**src/mbfs_pkg.sv**
```systemverilog
// ----------------------------------------------------------------------------
// mbfs_pkg
// Shared types and constants of the masked bilinear field sampler.
// ----------------------------------------------------------------------------
package mbfs_pkg;

    // Request kinds carried on the input tuser
    typedef enum logic [1:0] {
        OP_QUERY     = 2'd0,
        OP_LOAD_ZONE = 2'd1,
        OP_LOAD_CELL = 2'd2,
        OP_CLEAR     = 2'd3
    } op_t;

    // Stream widths
    localparam int IN_TDATA_W  = 168;
    localparam int OUT_TDATA_W = 40;

    // Cell word: {valid, u, v}
    localparam int CELL_W = 37;

    // Grid position divider: Q.16 quotient below 255*65536, divisor up to 2^25
    localparam int DIV_QW = 24;
    localparam int DIV_DW = 26;

    // Sequencer states
    typedef enum logic [4:0] {
        ST_IDLE,
        ST_ZONE,
        ST_AREA,
        ST_NUMX,
        ST_LIMX,
        ST_CHKX,
        ST_WAITX,
        ST_NUMY,
        ST_LIMY,
        ST_CHKY,
        ST_WAITY,
        ST_ROW0,
        ST_ROW1,
        ST_RADDR,
        ST_RDATA,
        ST_WGT,
        ST_ACC,
        ST_EMIT
    } state_t;

endpackage

```
**src/mbfs_div.sv**
```systemverilog
// ----------------------------------------------------------------------------
// mbfs_div
// Restoring divider, one quotient bit per cycle. The caller guarantees that
// the high part of the dividend is below the divisor.
// ----------------------------------------------------------------------------
module mbfs_div (
    input  logic                        clk,
    input  logic                        rst_n,
    input  logic                        start,
    input  logic [mbfs_pkg::DIV_DW-1:0] rem_init,
    input  logic [mbfs_pkg::DIV_QW-1:0] dividend_lo,
    input  logic [mbfs_pkg::DIV_DW-1:0] divisor,
    output logic                        busy,
    output logic                        done,
    output logic [mbfs_pkg::DIV_QW-1:0] quot
);
    import mbfs_pkg::*;

    localparam int CW = $clog2(DIV_QW);

    logic              busy_reg, busy_next;
    logic              done_reg, done_next;
    logic [CW-1:0]     cnt_reg, cnt_next;
    logic [DIV_DW-1:0] rem_reg, rem_next;
    logic [DIV_DW-1:0] dvs_reg, dvs_next;
    logic [DIV_QW-1:0] q_reg, q_next;
    logic [DIV_DW:0]   trial;
    logic              ge;

    // Shift in the next dividend bit and try the subtraction
    assign trial = {rem_reg, q_reg[DIV_QW-1]};
    assign ge    = (trial >= {1'b0, dvs_reg});

    always_comb
    begin
        busy_next = busy_reg;
        done_next = 1'b0;
        cnt_next  = cnt_reg;
        rem_next  = rem_reg;
        dvs_next  = dvs_reg;
        q_next    = q_reg;
        if (start)
        begin
            busy_next = 1'b1;
            cnt_next  = CW'(DIV_QW - 1);
            rem_next  = rem_init;
            dvs_next  = divisor;
            q_next    = dividend_lo;
        end
        else if (busy_reg)
        begin
            rem_next = ge ? DIV_DW'(trial - {1'b0, dvs_reg}) : DIV_DW'(trial);
            q_next   = {q_reg[DIV_QW-2:0], ge};
            if (cnt_reg == '0)
            begin
                busy_next = 1'b0;
                done_next = 1'b1;
            end
            else
            begin
                cnt_next = cnt_reg - 1'b1;
            end
        end
    end

    always_ff @(posedge clk or negedge rst_n)
    begin
        if (!rst_n)
        begin
            busy_reg <= 1'b0;
            done_reg <= 1'b0;
            cnt_reg  <= '0;
        end
        else
        begin
            busy_reg <= busy_next;
            done_reg <= done_next;
            cnt_reg  <= cnt_next;
        end
    end

    always_ff @(posedge clk)
    begin
        rem_reg <= rem_next;
        dvs_reg <= dvs_next;
        q_reg   <= q_next;
    end

    assign busy = busy_reg;
    assign done = done_reg;
    assign quot = q_reg;

    a_done_after_busy: assert property (@(posedge clk) disable iff (!rst_n)
        done_reg |-> $past(busy_reg))
        else $error("divider finished without running");

endmodule
```
**config.mk**
```make
export PLATFORM = sky130hd
export DESIGN_NAME = mbfs_div
export DESIGN_NICKNAME = d
export VERILOG_FILES = /design/src/mbfs_pkg.sv /design/src/mbfs_div.sv
export SDC_FILE = /design/constraint.sdc
export NUM_CORES = 1
export LEC_CHECK = 0
export ABC_AREA = 1
export BUFFER_PORTS_ARGS = -buffer_cell sky130_fd_sc_hd__buf_2
export CORE_MARGIN = 1
export CORE_UTILIZATION = 37
export CTS_BUF_LIST = sky130_fd_sc_hd__clkbuf_8 sky130_fd_sc_hd__clkbuf_16
export CTS_CLUSTER_DIAMETER = 120
export DETAILED_ROUTE_END_ITERATION = 16
export GPL_TIMING_DRIVEN = 1
export SYNTH_ARGS = -nofsm -noshare
export SYNTH_HDL_FRONTEND = slang
export SYNTH_SLANG_ARGS = --single-unit
```
**constraint.sdc**
```tcl
create_clock -name clk -period 3.55 [get_ports clk]
set_input_delay 0.71 -clock clk [delete_from_list [all_inputs] [get_ports clk]]
set_output_delay 0.71 -clock clk [all_outputs]
set_load 0.01 [all_outputs]
```
==> results <==
- The total core area is 14800 µm².
- After the last flow step, the layout net total stands at roughly 1000.
- The register share of total power is 29.8%.
- The number of nets handed over by synthesis was 875.
- Max-cap violations in this run came to 0.
- Buffers inserted during clock tree synthesis total 9.
- Summed over all cells, the static leakage comes to about 3.6 nW.
- Summed over all failing endpoints, the final setup total negative slack is 0 ns.
- The die is approximately 130 µm tall.
- The HPWL after detailed placement is a little over 10000 µm.
- The prevailing post-synth register cell is edfxtp_1.
- The sequential cells in the finished layout cover a total of 2460 µm².
- The worst-case vdd ir drop is ~0.29 mV.
- The data arrival time of the worst path is approximately 2.8 ns.
- The post-route non-filler standard cell count is 1056.
- The total power after layout is about 0.0049 W.
- The headroom to the max-slew limit is 43.5%.
- The worst setup path is of the reg2reg kind.
- The analysis attributes to net switching a power of roughly 0.0021 W.
- Setup repair after global routing left no endpoint under its margin.
- CTS placed an instance of clkbuf_16 at the clock tree root.
- Global routing used 18.3% of the available tracks.
- Measured along the x axis, the die boundary spans ~130 µm.
- The detailed-route via count is a little under 5000.
- The area of combinational cells with multiple inputs is ~2700 µm².
- The initial antenna violation count is 0.
- The final hold violation count is 0.
- After detailed routing, the number of remaining DRC violations is 0.
- The clock network is responsible for 18.5% of the overall power.
- In this run the power density over the cells is between 700 and 800 nW/µm².
- Counting every sink on the clock net gives between 80 and 90.
- The first TritonRoute pass finished after 4 iterations.
- The via count of the first global-routing pass came to approximately 4900.
- The async set-reset flop share out of synthesis is around 8.4%.
- Measured in cells, the most critical reg-to-reg path has a length of 13.
- The final setup violation count is 0.
- The clock arrives with approximately 0.011 ns of skew.
- Using the TritonRoute via totals, the vias-per-cell ratio works out to 4.62.
- Fill cells in the final layout number approximately 1600.
- The final critical path takes up 75.7% of the cycle.
- The switching portion of total power is between 40% and 50%.
- STA puts the critical path data required time at around 3.7 ns.
- The setup check on the worst reg-to-reg path leaves a slack of 0.86 ns.
- The routed length per placed instance is 13.0 µm.
- The initial core utilization is 38.6%.
- After synthesis, flip-flops and latches occupy 43.2% of the total area.
- The final estimated routing congestion in global placement is 0.879.
- The average instance in the mapped netlist occupies about 7.4 µm².
- In the synthesized netlist, the number of instances is 767.
- Including well taps, the total number of placed cells is 1040.
- The flow ran to the end, and the final reports show no timing, DRC or antenna violations.
- The number of synthesized flops with an enable pin is 76.
- The slew at the pin closest to its max-slew limit is 0.848 ns.
- After clock tree synthesis, the clock-pin slew on the worst setup and hold paths is about 0.070 ns.
- 0 antenna diodes ended up in the layout.
- Summed over all layers, the routed wires come to roughly 14000 µm.
- The first global-routing pass estimated ~23000 µm of wire.
- The flip-flop and latch count after synthesis is a little over 80.
- The number of nets with antenna violations after routing is 0.
- The number of gates resized after cts is 0.
- The portion of total power attributed to combinational logic is between 50% and 60%.
- After clock tree synthesis, the setup repair step added 0 buffers.
- The hold buffer count at CTS is 0.
- Cells with a size suffix above 1 make up 16.6% of the layout.
- The warning count from the yosys run is 0.
- After floorplanning, the core was divided into 44 placement rows.
- Based on the critical path, the design can be clocked at up to about 370 MHz.
- The total of buffers placed on input and output ports is approximately 100.
- The clock tree from TritonCTS is yes.
- The area growth from synthesis to layout is 16.9%.
- The count of final max-slew check failures is 0.
- The clock latency on the worst-skew pair is approximately 0.35 ns.
- The detailed router finished its first iteration with 285 violations.
- Once layout is complete, the utilization of the core stands at 45.1%.
- The post-synthesis cell type count is 36.
- The minimum clock period after layout is 2.69 ns.
- On the final layout, the worst hold slack is roughly 0.18 ns.
- Global routing finished with a remaining overflow of 0.
- In this run the number of H-tree levels came out at 3.
- The worst hold path class is in2async.
- The area enclosed by the die boundary is approximately 16000 µm².
- The maximum fanout count along the critical path is 27.
- The worst setup path is captured at a register.
- Pin placement for this block handled ~110 I/O pins.
- The maximum count of clock buffers along a single path is 2.
- The kind of start point of the critical path is a register.
- After synthesis the cells add up to roughly 5700 µm².
- The design internal power is about 0.0027 W.
- The beginning of the worst register-to-register path is rem_reg[12].
- The pin count of the biggest net entering global routing is 80.
- The destination of the worst register-to-register timing path is rem_reg[19].
## cell families after synthesis
logic type,Yosys count,share of synthesized area [%]
AND/OR/NAND/NOR,480,36.5
buffers and inverters,144,9.92
flip-flops,83,43.2
adder cells (fa/ha/maj),29,6.51
AO/OA/AOI/OAI,19,2.00
XOR/XNOR,12,1.85
## cell usage after synthesis (2+ instances only)
library cell	number	area, µm²
and2_1	2	12.5
nor3_1	4	20.0
o21ai_0	2	10.0
ha_1	28	350
nor2_1	32	120
xnor2_1	8	70.1
inv_1	121	454
buf_6	2	22.5
buf_2	7	35.0
nand3b_1	22	165
a21oi_1	12	60.1
nand2_2	4	25.0
nand3_1	51	255
inv_2	5	18.8
clkbuf_1	7	26.3
nand2_1	345	1290
buf_1	2	7.51
edfxtp_1	76	2280
xor2_1	4	35.0
dfrtp_1	7	175
nor2_2	5	31.3
nand4_1	7	43.8
## power groups by stage
stage	sequential, W	clock, W	combinational (W)
final	0.00145	0.000900	0.00252
after global routing	0.00149	0.000966	0.00289
after CTS	0.00146	0.000929	0.00253
after detailed placement	0.00147	0	0.00251
after global placement	0.00147	0	0.00249
after floorplan	0.00145	0	0.00197
## worst max path at each step
stage | start | to | slack, ns | depth (start not counted)
4_1_cts | rem_reg[12] | rem_reg[19] | 0.85 | 13
3_3_place_gp | rem_reg[12] | rem_reg[23] | 0.91 | 13
6_report | rem_reg[12] | rem_reg[19] | 0.86 | 13
3_5_place_dp | rem_reg[12] | rem_reg[19] | 0.86 | 13
5_1_grt | rem_reg[13] | rem_reg[17] | 0.66 | 13
2_1_floorplan | start | cnt_reg[4] | 0.60 | 8
## routing by layer
metal	up-vias	global-route usage (%)	routed length, µm
met3	11	5.73	915
met2	108	29.6	6170
met1	2178	23.5	6480
li1	2585	-	-
met5	-	0	0
met4	0	5.03	163
## critical path: stages, from the launching register on
cell and delay [ns]:
edfxtp_1 0.41, ha_1 0.37, nand2_1 0.15, inv_1 0.05
nand2_1 0.06, nand2_1 0.12, a21oi_4 0.22, nor2_4 0.07
nor2_8 0.36, nand2_8 0.22, nand2_2 0.22, nand2_1 0.08
nand2_1 0.06, nand2_1 0.04
## metrics by stage
| step | worst slack [ns] | area, µm² |
|---|---|---|
| 5_1_grt | 0.656 | 6650 |
| 2_1_floorplan | 0.605 | 5690 |
| 6_report | 0.864 | 6650 |
| 3_3_place_gp | 0.910 | 6370 |
| 4_1_cts | 0.849 | 6650 |
| 3_5_place_dp | 0.862 | 6370 |
## cells in the final DEF (no fill, tap or decap), types with 2 or more instances in the layout
cell and count:
nor2_1 32, dfrtp_1 7, nand3b_1 22, xor2_1 4, buf_4 3, clkbuf_16 9, edfxtp_1 76, clkinv_4 2
inv_6 2, inv_2 5, inv_1 121, buf_2 104, nor2_2 5, xnor2_1 8, nand2_2 5, o21ai_0 2
nand2_1 344, and2_1 2, nor3_1 4, ha_1 28, nand3_1 51, nand4_1 7, a21oi_1 12
## area by class of cell
class                           count  area share (%)
Multi-Input combinational cell    540            40.1
Sequential cell                    83            37.0
Timing Repair Buffer              107            8.17
Inverter                          126            7.11
Tap cell                          184            3.46
Clock buffer                        9            3.39
Clock inverter                      7           0.772
(Power assumes the default switching activity.)
